$ cat src/rtl/bpfc_pkg.sv
// Shared types and constants for the binary pattern frequency counter.
// Used by the top, bpfc_ctrl, bpfc_checker and the testbench; depends on nothing else.

package bpfc_pkg;

   // Defaults for the top-level parameters.
   localparam int DEF_MAX_LEN     = 12;
   localparam int DEF_COUNT_WIDTH = 18;

   // Configuration register port.
   localparam int CFG_W     = 4;
   localparam int CFG_IDX_W = 1;

   localparam logic [CFG_IDX_W-1:0] REG_MIN_LENGTH = 1'd0;
   localparam logic [CFG_IDX_W-1:0] REG_MAX_LENGTH = 1'd1;

   localparam logic [CFG_W-1:0] MIN_LENGTH_RESET = 4'd1;
   localparam logic [CFG_W-1:0] MAX_LENGTH_RESET = 4'd12;

   // Request function codes.
   localparam logic FUNC_PUSH  = 1'b0;
   localparam logic FUNC_QUERY = 1'b1;

   // Stream characters that extend the window.
   localparam logic [7:0] ASCII_ZERO = 8'h30;
   localparam logic [7:0] ASCII_ONE  = 8'h31;

   // Sequencer states.
   typedef enum logic [2:0] {
      ST_CLEAR,
      ST_IDLE,
      ST_RD,
      ST_WR,
      ST_QRD,
      ST_QOUT
   } state_type;

endpackage

$ cat src/rtl/bpfc_ctrl.sv
// Sequencer of the pattern counter: history window, clearing pass,
// one read-modify-write of the count table per counted length, query reads.
// Depends on bpfc_pkg; drives the ports of bpfc_table.

module bpfc_ctrl import bpfc_pkg::*; #(
   parameter int MAX_LEN     = DEF_MAX_LEN,
   parameter int COUNT_WIDTH = DEF_COUNT_WIDTH,
   localparam int LEN_W      = $clog2(MAX_LEN + 1),
   localparam int AW         = MAX_LEN + 1
) (
   input  logic                   clock,
   input  logic                   reset,
   input  logic [CFG_W-1:0]       min_length,
   input  logic [CFG_W-1:0]       max_length,
   input  logic                   req_valid,
   output logic                   req_ready,
   input  logic                   req_func,
   input  logic [7:0]             req_symbol,
   input  logic [LEN_W-1:0]       req_query_length,
   input  logic [MAX_LEN-1:0]     req_query_pattern,
   output logic                   rsp_valid,
   input  logic                   rsp_ready,
   output logic [COUNT_WIDTH-1:0] rsp_pattern_count,
   output logic                   mem_wr_en,
   output logic [AW-1:0]          mem_wr_addr,
   output logic [COUNT_WIDTH-1:0] mem_wr_data,
   output logic                   mem_rd_en,
   output logic [AW-1:0]          mem_rd_addr,
   input  logic [COUNT_WIDTH-1:0] mem_rd_data
);

   // Length arithmetic must hold both the configuration values and MAX_LEN.
   localparam int LW = (LEN_W > CFG_W) ? LEN_W : CFG_W;

   state_type              state_ff, state_in;
   logic [LW-1:0]          len_ff, len_in;
   logic [LW-1:0]          end_ff, end_in;
   logic [MAX_LEN-1:0]     hist_ff, hist_in;
   logic [LEN_W-1:0]       fill_ff, fill_in;
   logic [MAX_LEN-1:0]     qpat_ff, qpat_in;
   logic                   qbad_ff, qbad_in;
   logic [AW-1:0]          clr_ff, clr_in;
   logic                   rsp_valid_ff, rsp_valid_in;
   logic [COUNT_WIDTH-1:0] rsp_count_ff, rsp_count_in;

   logic [MAX_LEN-1:0]     idx_bits;
   logic [AW-1:0]          idx;
   logic [LW-1:0]          lo_len;
   logic [LW-1:0]          hi_len;
   logic [LEN_W-1:0]       fill_next;
   logic [LW-1:0]          span_end;
   logic                   is_bin;
   logic                   push_bit;
   logic                   out_free;
   logic [COUNT_WIDTH-1:0] count_inc;

   // Table index of a pattern: a leading one above the low len bits.
   always_comb begin
      idx = (AW'(1) << len_ff) | ({1'b0, idx_bits} & ~({AW{1'b1}} << len_ff));
   end

   // Configured length range and the span that the window covers.
   always_comb begin
      lo_len    = (min_length == '0) ? LW'(1) : LW'(min_length);
      hi_len    = (LW'(max_length) > LW'(MAX_LEN)) ? LW'(MAX_LEN) : LW'(max_length);
      fill_next = (fill_ff < LEN_W'(MAX_LEN)) ? fill_ff + LEN_W'(1) : fill_ff;
      span_end  = (hi_len < LW'(fill_next)) ? hi_len : LW'(fill_next);
      is_bin    = (req_symbol == ASCII_ZERO) || (req_symbol == ASCII_ONE);
      push_bit  = (req_symbol == ASCII_ONE);
      out_free  = !rsp_valid_ff || rsp_ready;
      count_inc = (mem_rd_data == {COUNT_WIDTH{1'b1}}) ? mem_rd_data
                                                       : mem_rd_data + COUNT_WIDTH'(1);
   end

   // Next state and outputs of the sequencer.
   always_comb begin
      state_in     = state_ff;
      len_in       = len_ff;
      end_in       = end_ff;
      hist_in      = hist_ff;
      fill_in      = fill_ff;
      qpat_in      = qpat_ff;
      qbad_in      = qbad_ff;
      clr_in       = clr_ff;
      rsp_valid_in = rsp_valid_ff && !rsp_ready;
      rsp_count_in = rsp_count_ff;
      idx_bits     = hist_ff;
      req_ready    = 1'b0;
      mem_wr_en    = 1'b0;
      mem_wr_addr  = idx;
      mem_wr_data  = count_inc;
      mem_rd_en    = 1'b0;
      mem_rd_addr  = idx;

      case (state_ff)
         // Zero the whole table, one entry a cycle, after reset.
         ST_CLEAR: begin
            mem_wr_en   = 1'b1;
            mem_wr_addr = clr_ff;
            mem_wr_data = '0;
            clr_in      = clr_ff + AW'(1);
            if (clr_ff == {AW{1'b1}}) begin
               state_in = ST_IDLE;
            end
         end

         ST_IDLE: begin
            req_ready = 1'b1;
            if (req_valid) begin
               case (req_func)
                  FUNC_QUERY: begin
                     len_in   = LW'(req_query_length);
                     qpat_in  = req_query_pattern;
                     qbad_in  = (req_query_length == '0) ||
                                (req_query_length > LEN_W'(MAX_LEN));
                     state_in = ST_QRD;
                  end
                  FUNC_PUSH: begin
                     if (is_bin) begin
                        hist_in = MAX_LEN'({hist_ff, push_bit});
                        fill_in = fill_next;
                        len_in  = lo_len;
                        end_in  = span_end;
                        if (lo_len <= span_end) begin
                           state_in = ST_RD;
                        end
                     end else begin
                        hist_in = '0;
                        fill_in = '0;
                     end
                  end
                  default: begin
                     state_in = ST_IDLE;
                  end
               endcase
            end
         end

         // Read the counter of the current length.
         ST_RD: begin
            mem_rd_en = 1'b1;
            state_in  = ST_WR;
         end

         // Write back the saturated increment, then step to the next length or, after the last, go idle.
         ST_WR: begin
            mem_wr_en = 1'b1;
            if (len_ff == end_ff) begin
               state_in = ST_IDLE;
            end else begin
               len_in   = len_ff + LW'(1);
               state_in = ST_RD;
            end
         end

         ST_QRD: begin
            idx_bits  = qpat_ff;
            mem_rd_en = 1'b1;
            state_in  = ST_QOUT;
         end

         // Load the result register once it is free.
         ST_QOUT: begin
            if (out_free) begin
               rsp_valid_in = 1'b1;
               rsp_count_in = qbad_ff ? '0 : mem_rd_data;
               state_in     = ST_IDLE;
            end
         end

         default: begin
            state_in = ST_IDLE;
         end
      endcase
   end

   // Control registers.
   always_ff @(posedge clock) begin
      if (reset) begin
         state_ff     <= ST_CLEAR;
         clr_ff       <= '0;
         hist_ff      <= '0;
         fill_ff      <= '0;
         rsp_valid_ff <= 1'b0;
      end else begin
         state_ff     <= state_in;
         clr_ff       <= clr_in;
         hist_ff      <= hist_in;
         fill_ff      <= fill_in;
         rsp_valid_ff <= rsp_valid_in;
      end
   end

   // Payload registers.
   always_ff @(posedge clock) begin
      len_ff       <= len_in;
      end_ff       <= end_in;
      qpat_ff      <= qpat_in;
      qbad_ff      <= qbad_in;
      rsp_count_ff <= rsp_count_in;
   end

   assign rsp_valid         = rsp_valid_ff;
   assign rsp_pattern_count = rsp_count_ff;

endmodule

$ cat config.mk
export PLATFORM = sky130hd
export DESIGN_NAME = bpfc_ctrl
export DESIGN_NICKNAME = d
export VERILOG_FILES = /design/src/rtl/bpfc_pkg.sv /design/src/rtl/bpfc_ctrl.sv
export SDC_FILE = /design/constraint.sdc
export NUM_CORES = 1
export LEC_CHECK = 0
export ABC_AREA = 1
export BUFFER_PORTS_ARGS = -buffer_cell sky130_fd_sc_hd__clkbuf_2
export CORE_MARGIN = 1
export CORE_UTILIZATION = 53
export DETAILED_ROUTE_END_ITERATION = 7
export GPL_ROUTABILITY_DRIVEN = 0
export PLACE_DENSITY = 0.8
export SKIP_LAST_GASP = 1
export SYNTH_ARGS = -nofsm -noshare
export SYNTH_HDL_FRONTEND = slang
export SYNTH_SLANG_ARGS = --single-unit
$ cat constraint.sdc
create_clock -name clock -period 3.1 [get_ports clock]
set_clock_uncertainty 0.2 [all_clocks]
set_input_delay 0.31 -clock clock [delete_from_list [all_inputs] [get_ports clock]]
set_output_delay 0.31 -clock clock [all_outputs]
set_load 0.03 [all_outputs]
==> flow_summary.yaml, run 1 <==
synth:
  yosys.area_share.adder_pct: 4.45
  synth_top_family_by_area: "simple AND/OR/NAND/NOR gates"
  synthesis.nets: 684
  synth_mux_area_share_pct: 0
  syn_avg_cell_area_sq_um: 7.34
  seq_area_frac_synth_pct: 40.7
  netlist_area_sq_um: 4500
  yosysWarnings: 0
  synthSimpleGateAreaFrac_pct: 30.2
  synth_compound_area_share_pct: 13.5
  synth_xor_xnor_area_share_pct: 1.95
  syn_inst: 613
  yosysUniqueCellTypes: 40
  ys_ff_latch: 72
clock_tree:
  cts_buffer_depth: 2
  worst_setup_hold_path_clk_slew_ns: 0.08
  cts.sinks: 72
  cts_buffers: 9
  root_buffer: "clkbuf_8"
  cts-htree-levels: 3
  insertion_delay_ns: 0.34
  tritoncts: "built"
setup_path:
  cp_slowest_cell: "dfxtp_2"
  ff2ff_setup_slack_ns: 0.28
  worstPathMaxFanout: 6
  worst_setup_path_start_kind: "flop"
  cp.arrival_ns: 2.90
  crit_path_cell_trace: "ha_1 > nand2_1 > nand2_1 > nor2_1 > ha_1 > nand4_1 > nand2_2 > nand2_1 > nand2_1 > ha_1 > nand2_1 > nand2_1 > nand2_1 > nand2_1 > nand2_1 > nand3b_1 > nor2_2 > nand2_1 > nor2_1"
  required_ns: 3.18
  cpPeakStageDelay_ns: 0.35
  crit_type: "reg -> reg"
  crit_top_cell: "nand2_1"
  cp-end-kind: "flop"
global_route:
  grt_pass1_vias: 4211
  grt.total_usage_pct: 26.9
  grt_max_degree: 36
  grt_pass1_wl_mm: 18.5
  antenna_found_initial: 0
  grt_overflow: 0
die:
  rows: 33
  dieArea_sq_um: 8860
  core-area_sq_um: 8220
  io_pins: 121
  start_util_pct: 54.7
  die_w_microns: 94.1
  fp.dieH_microns: 94.1
place:
  port_buffers: 120
  dp_hpwl_mm: 8.90
pwr:
  power.leakage_nw: 2.50
  p_total_mw: 1.92
  ir_drop_uv: 262
  powerDensity_nw_per_um2: 351
layout:
  diodes: 0
  ff_latch_area_sq_um: 1830
  drive_gt1_share_pct: 22.4
  fillers: 737
  fin_util_pct: 66.7
  areaGrowthSynthToFinish_pct: 21.9
  final_net_count: 810
  multiInputGateArea_sq_um: 2260
routing:
  drc: 0
  drt_iter0_drc: 282
  wl_per_cell_microns: 13.5
  dr_total_vias: 4576
  routed_via_density: 5.39
  drt-pass1-iter-count: 5
  ant_nets: 0
  routed_wl_mm: 11.5
sta:
  tns_ns: 0
  finalSetupViolCount: 0
  hold_viol: 0
  max_freq_ghz: 0.354
  fin_hold_ws_ns: 0.0518
  slew_violations: 0
  worst_pin_slew_ns: 0.886
  slew_headroom_pct: 40.8
  layout_min_cycle_time_ns: 2.82
  rsz0062_at_grt: "false"
  period_share_pct: 91.1
hold_path:
  hold_path.class: "in -> reg"
flow_run:
  maxCapViolCount: 0
outcome:
  outcome: "finished clean"
[final cells by class]
type / instances / area share, %
timing repair buffer: 138 / 14.0
multi-input combinational: 439 / 41.2
sequential: 72 / 33.4
clock buffer: 10 / 2.33
tap: 105 / 2.40
clock inverter: 6 / 1.23
inverter: 79 / 5.41
[per-stage QoR]
step / instances / cell area (sq um) / worst slack [ns]
6_report: 849 / 5480 / 0.275
5_1_grt: 849 / 5480 / 0.0210
4_1_cts: 848 / 5470 / 0.217
3_5_place_dp: 819 / 5140 / 0.239
3_3_place_gp: 819 / 5140 / 0.412
2_1_floorplan: 613 / 4500 / 0.530
[synthesized netlist by cell type, drive strengths merged]
cell    number  area, sq um
a32o         1         10.0
o22ai        6         37.5
nand2      165          632
o21ai       25          125
buf          8         60.1
nor2        80          320
clkbuf      15         56.3
nor4         1         6.26
and2         1         6.26
inv         78          293
xor2         4         35.0
edfxtp      39         1170
xnor2        6         52.6
ha          16          200
nand3       37          195
dfxtp       33          661
clkinv       1         3.75
a21oi       43          226
o31ai        1         7.51
a31oi       13          134
o21a         4         30.0
nand3b       3         22.5
nand4       12         75.1
nor3        12         71.3
nor3b        2         15.0
or2          2         12.5
o211ai       5         37.5
[flip-flops by register name (all words and copies together) (netlist names)]
| signal | cells |
|---|---|
| clr_ff | 13 |
| end_ff | 4 |
| fill_ff | 4 |
| hist_ff | 12 |
| len_ff | 4 |
| qbad_ff | 1 |
| qpat_ff | 12 |
| rsp_pattern_count | 18 |
| rsp_valid | 1 |
| state_ff | 3 |
[per-layer routing]
metal  wire [microns]  global-route usage, %  vias up
met5                0                      0        -
li1                 -                      -     2267
met2             5760                   49.6      203
met3              729                   4.69       36
met4              341                   13.1        0
met1             4660                   29.5     2070
[worst max-delay path, delay by kind of cell, from the launching register on]
kind / cells / cell delay (ns)
simple gates: 16 / 1.44
fa+ha+maj: 3 / 0.76
flops: 1 / 0.35
[repair_timing]
item / 4_1_cts / 5_1_grt
gates resized for setup: 0 / 3
hold buffers: 13 / 0
buffers inserted: 0 / 1
endpoints found under the setup margin: 0 / 3
hold endpoints to repair: 13 / 0
[cells in the final DEF, fill, tap and decap left out, types with 11 or more instances in the layout]
cell type	instances
o21ai_0	24
ha_1	16
nor2_1	75
nand3_1	35
clkbuf_2	120
edfxtp_1	39
dlygate4sd3_1	13
nand2_1	161
inv_1	76
nand4_1	12
a21oi_1	40
dfxtp_1	32
nor3_1	11
[report_power, final]
part           switching, mW  leakage [nW]  internal (mW)  total [mW]
sequential           0.00350         0.623           1.00        1.01
clock                  0.363        0.0929          0.374       0.737
combinational          0.107          1.78         0.0718       0.179
[final timing paths]
path	endpoint	from	depth (start not counted)
min	rsp_valid	rsp_ready	4
max	state_ff[1]	fill_ff[0]	19
min reg2reg	hist_ff[11]	hist_ff[11]	2
max reg2reg	state_ff[1]	fill_ff[0]	19
[cells by family (layout without fill, tap and decap cells)]
kind of cell,Yosys count,in the layout
adder cells (fa/ha/maj),16,16
AO/OA/AOI/OAI,98,98
XOR/XNOR,10,10
AND/OR/NAND/NOR,315,315
buffers and inverters,102,233
flip-flops,72,72
No activity file was read; power rests on OpenSTA's default activity.
==> inputs of run 2 (changes only) <==
--- a/config.mk
+++ b/config.mk
@@ -11,7 +11,7 @@
 export CORE_UTILIZATION = 53
 export DETAILED_ROUTE_END_ITERATION = 7
 export GPL_ROUTABILITY_DRIVEN = 0
-export PLACE_DENSITY = 0.8
+export PLACE_DENSITY = 0.77
 export SKIP_LAST_GASP = 1
 export SYNTH_ARGS = -nofsm -noshare
 export SYNTH_HDL_FRONTEND = slang
==> flow_summary.yaml, run 2 (synthesized netlist as in run 1, its figures left out) <==
clock_tree:
  cts_buffer_depth: 2
  insertion_delay_ns: 0.35
  cts-htree-levels: 3
  cts.sinks: 72
  cts_buffers: 9
  tritoncts: "built"
  worst_setup_hold_path_clk_slew_ns: 0.08
  post_cts_buffers: 0
  root_buffer: "clkbuf_8"
die:
  rows: 33
  start_util_pct: 54.7
  io_pins: 121
  dieArea_sq_um: 8860
  fp.dieH_microns: 94.1
  core-area_sq_um: 8220
  die_w_microns: 94.1
setup_path:
  ff2ff_setup_slack_ns: 0.27
  cpPeakStageDelay_ns: 0.35
  crit_buf_inv: 0
  rr_worst_depth: 19
  required_ns: 3.19
  crit_type: "reg -> reg"
  startpoint: "fill_ff[0]"
  crit_top_cell: "nand2_1"
  cp_slowest_cell: "dfxtp_1"
  crit_family: "simple AND/OR/NAND/NOR gates"
  worst_setup_path_start_kind: "flop"
  worstPathMaxFanout: 6
  timing.rr.end: "state_ff[1]"
  cp.arrival_ns: 2.92
  cp-end-kind: "flop"
  r2r_start: "fill_ff[0]"
  crit_path_cell_trace: "ha_1 > nand2_1 > nand2_1 > nor2_1 > ha_1 > nand4_1 > nand2_2 > nand2_1 > nand2_1 > ha_1 > nand2_1 > nand2_1 > nand2_1 > nand2_1 > nand2_1 > nand3b_1 > nor2_2 > nand2_1 > nor2_1"
hold_path:
  hold_path.class: "in -> reg"
  hold_end: "rsp_valid"
  min_path_cells: 4
  worstHoldStart: "rsp_ready"
layout:
  ff_latch_area_sq_um: 1830
  final_cell_mix: "nand2_1, clkbuf_2, inv_1"
  fillers: 707
  largest_reg_flops: 18
  drive_gt1_share_pct: 22.4
  final_common_cell: "nand2_1"
  diodes: 0
  multiInputGateArea_sq_um: 2260
  areaGrowthSynthToFinish_pct: 22.4
  final_net_count: 811
sta:
  period_share_pct: 91.2
  slew_violations: 0
  worst_pin_slew_ns: 0.654
  fin_hold_ws_ns: 0.0595
  tns_ns: 0
  hold_viol: 0
  rsz0062_at_grt: "false"
  slew_headroom_pct: 56.4
  max_freq_ghz: 0.354
  layout_min_cycle_time_ns: 2.83
  finalSetupViolCount: 0
routing:
  drt-pass1-iter-count: 5
  drc: 0
  ant_nets: 0
  dr_total_vias: 4552
  routed_wl_mm: 11.5
  wl_per_cell_microns: 13.6
  routed_via_density: 5.36
  drt_iter0_drc: 252
pwr:
  power.leakage_nw: 2.51
  pwr-share-seq_pct: 51.3
  ir_drop_uv: 297
  p_clk_share_pct: 39.7
  powerDensity_nw_per_um2: 357
  combPwrFrac_pct: 9.1
  switching_share_pct: 24.0
  p_sw_mw: 0.471
  intPower_mw: 1.49
global_route:
  grt_max_degree: 36
  grt_overflow: 0
  grt_pass1_wl_mm: 18.4
  grt.total_usage_pct: 27.0
  grt_pass1_vias: 4182
  antenna_found_initial: 0
flow_run:
  maxCapViolCount: 0
place:
  dp_hpwl_mm: 8.67
  port_buffers: 120
outcome:
  outcome: "finished clean"
-- run 2: cell count changes in the layout (fill, tap and decap cells not counted), sizes merged --
cell    change
clkbuf      +1
buf         +1
inv         -1
-- run 2: timing repair --
action / in CTS / in global routing
hold buffers: 13 / 0
hold endpoints to repair: 13 / 0
endpoints found under the setup margin: 0 / 4
gates resized for setup: 0 / 3
-- run 2: power groups by stage --
stage	Clock (mW)	Combinational (mW)	Sequential, mW
floorplan	0	0.0923	1.03
global placement	0	0.157	1.03
detailed placement	0	0.162	1.03
CTS	0.793	0.175	1.01
global route	0.828	0.198	1.01
finish	0.779	0.178	1.01
-- run 2: layout make-up --
| class | instances | share of cell area, % |
|---|---|---|
| inverter | 79 | 5.43 |
| timing repair buffer | 139 | 14.1 |
| multi-input combinational | 439 | 41.0 |
| clock inverter | 5 | 1.00 |
| clock buffer | 11 | 2.77 |
| sequential | 72 | 33.3 |
| tap | 105 | 2.39 |
-- run 2: worst max path at each step --
stage | to | slack, ns | cells past startpoint
final | state_ff[1] | 0.27 | 19
after global routing | state_ff[1] | 0.03 | 19
after CTS | state_ff[1] | 0.24 | 19
after detailed placement | state_ff[0] | 0.28 | 18
after global placement | state_ff[2] | 0.40 | 19
after floorplan | mem_wr_addr[6] | 0.53 | 6
-- run 2: metrics by stage --
| step | cell area [sq um] | total power, mW | worst slack [ns] | util, % | cells |
|---|---|---|---|---|---|
| final | 5500 | 1.96 | 0.273 | 67.0 | 850 |
| after global routing | 5500 | 2.03 | 0.0292 | 67.0 | 850 |
| after global placement | 5160 | 1.19 | 0.403 | 62.8 | 821 |
| after detailed placement | 5160 | 1.19 | 0.276 | 62.8 | 821 |
| after floorplan | 4500 | 1.12 | 0.530 | - | 613 |
| after CTS | 5500 | 1.97 | 0.240 | 66.9 | 850 |
-- run 2: layer usage --
metal  GRT usage (%)  vias to the layer above  wire, microns
met5               0                        -              0
met2            49.3                      182           5830
li1                -                     2262              -
met1            29.6                     2079           4600
met3            5.42                       29            796
met4            13.2                        0            311
-- run 2: tightest hold or removal path, cell delays in order --
cell	delay [ns]
clkbuf_2	0.08
inv_1	0.04
nand2_1	0.07
a21oi_1	0.06
==> inputs of run 3 (changes only) <==
--- a/config.mk
+++ b/config.mk
@@ -12,6 +12,7 @@
 export DETAILED_ROUTE_END_ITERATION = 7
 export GPL_ROUTABILITY_DRIVEN = 0
 export PLACE_DENSITY = 0.77
+export SKIP_CTS_REPAIR_TIMING = 1
 export SKIP_LAST_GASP = 1
 export SYNTH_ARGS = -nofsm -noshare
 export SYNTH_HDL_FRONTEND = slang
==> constraint.sdc (replaced) <==
create_clock -name clock -period 3.1 [get_ports clock]
set_clock_uncertainty 0.2 [all_clocks]
set_input_delay 0.31 -clock clock [delete_from_list [all_inputs] [get_ports clock]]
set_output_delay 0.31 -clock clock [all_outputs]
set_load 0.01 [all_outputs]
==> flow_summary.yaml, run 3 (synthesized netlist as in run 1, its figures left out) <==
routing:
  drc: 0
  drt_iter0_drc: 199
  dr_total_vias: 4540
  drt-pass1-iter-count: 5
  routed_wl_mm: 11.4
  wl_per_cell_microns: 13.5
  ant_nets: 0
  routed_via_density: 5.35
flow_run:
  maxCapViolCount: 0
global_route:
  grt_overflow: 0
  grt.total_usage_pct: 25.6
  grt_max_degree: 36
  grt_pass1_wl_mm: 17.6
  grt_pass1_vias: 3973
  antenna_found_initial: 0
setup_path:
  crit_type: "reg -> reg"
  critPathCapture: "state_ff[1]"
  worstPathMaxFanout: 6
  timing.rr.end: "state_ff[1]"
  cp.arrival_ns: 2.94
  required_ns: 3.19
  ff2ff_setup_slack_ns: 0.25
  worst_setup_path_start_kind: "flop"
  cp-end-kind: "flop"
  r2r_start: "fill_ff[0]"
  startpoint: "fill_ff[0]"
  rr_worst_depth: 19
sta:
  period_share_pct: 91.8
  slew_headroom_pct: 58.7
  hold_viol: 0
  finalSetupViolCount: 0
  slew_violations: 0
  rsz0062_at_grt: "false"
  tns_ns: 0
  worst_pin_slew_ns: 0.620
  max_freq_ghz: 0.351
  layout_min_cycle_time_ns: 2.85
layout:
  fillers: 731
  drive_gt1_share_pct: 22.2
  ff_latch_area_sq_um: 1830
  areaGrowthSynthToFinish_pct: 22.3
  final_common_cell: "nand2_1"
  largest_reg_flops: 18
  final_cell_mix: "nand2_1, clkbuf_2, inv_1, nor2_1, a21oi_1"
  final_net_count: 811
  diodes: 0
  multiInputGateArea_sq_um: 2250
clock_tree:
  cts_buffer_depth: 2
  cts-htree-levels: 3
  cts.sinks: 72
  root_buffer: "clkbuf_8"
  worst_setup_hold_path_clk_slew_ns: 0.08
  tritoncts: "built"
  cts_buffers: 9
  insertion_delay_ns: 0.35
die:
  io_pins: 121
  fp.dieH_microns: 94.1
  dieArea_sq_um: 8860
  core-area_sq_um: 8220
  rows: 33
  start_util_pct: 54.7
  die_w_microns: 94.1
hold_path:
  min_path_cells: 4
  worstHoldStart: "rsp_ready"
  hold_path.class: "in -> reg"
pwr:
  powerDensity_nw_per_um2: 362
  p_total_mw: 1.99
  power.leakage_nw: 2.52
  ir_drop_uv: 470
place:
  dp_hpwl_mm: 8.74
  port_buffers: 120
outcome:
  outcome: "finished clean"
run 3: worst min-delay path by stage:
stage | to | slack (ns)
after global placement | hist_ff[11] | 0.25
after detailed placement | hist_ff[10] | 0.27
after CTS | qpat_ff[3] | -0.08
after floorplan | qpat_ff[0] | 0.21
after global routing | rsp_valid | 0.06
final | rsp_valid | 0.05
run 3: power breakdown:
part	internal, mW	leakage [nW]	switching (mW)	total, mW
logic	0.0727	1.79	0.101	0.174
clock network	0.451	0.106	0.362	0.813
registers	1.00	0.622	0.00359	1.01
total	1.53	2.52	0.466	1.99
run 3: metrics by stage:
| step | cell area [sq um] | setup slack, ns | util (%) | hold slack [ns] | cells |
|---|---|---|---|---|---|
| 2_1_floorplan | 4500 | 0.531 | - | 0.209 | 613 |
| 3_3_place_gp | 5150 | 0.401 | 62.7 | 0.252 | 820 |
| 3_5_place_dp | 5150 | 0.249 | 62.7 | 0.273 | 820 |
| 4_1_cts | 5360 | 0.220 | 65.2 | -0.0805 | 835 |
| 5_1_grt | 5500 | 0.00579 | 66.9 | 0.0634 | 849 |
| 6_report | 5500 | 0.255 | 66.9 | 0.0508 | 849 |
run 3: layout make-up:
class | count | area share (%)
repair buffers | 139 | 14.1
inverters | 79 | 5.39
multi-input cells | 439 | 41.0
well taps | 105 | 2.39
clock buffers | 10 | 2.32
flip-flops and latches | 72 | 33.3
clock inverters | 5 | 1.50
run 3: critical path, cell delays in order (launching register included):
cell      delay [ns]
dfxtp_1         0.35
ha_1            0.23
nand2_1         0.08
nand2_1         0.05
nor2_1          0.17
ha_1            0.26
nand4_1         0.22
nand2_2         0.13
nand2_1         0.08
nand2_1         0.05
ha_1            0.27
nand2_1         0.08
inv_1           0.04
nand2_1         0.05
nand2_1         0.06
nand2_1         0.07
nand3b_1        0.07
nor2_1          0.17
nand2_1         0.07
nor2_1          0.09
run 3: per-layer routing:
layer	GRT usage, %	up-vias	wire length (microns)
met2	47.9	184	5740
met1	28.5	2067	4680
met4	10.1	0	213
met5	0	-	0
li1	-	2266	-
met3	4.21	23	791
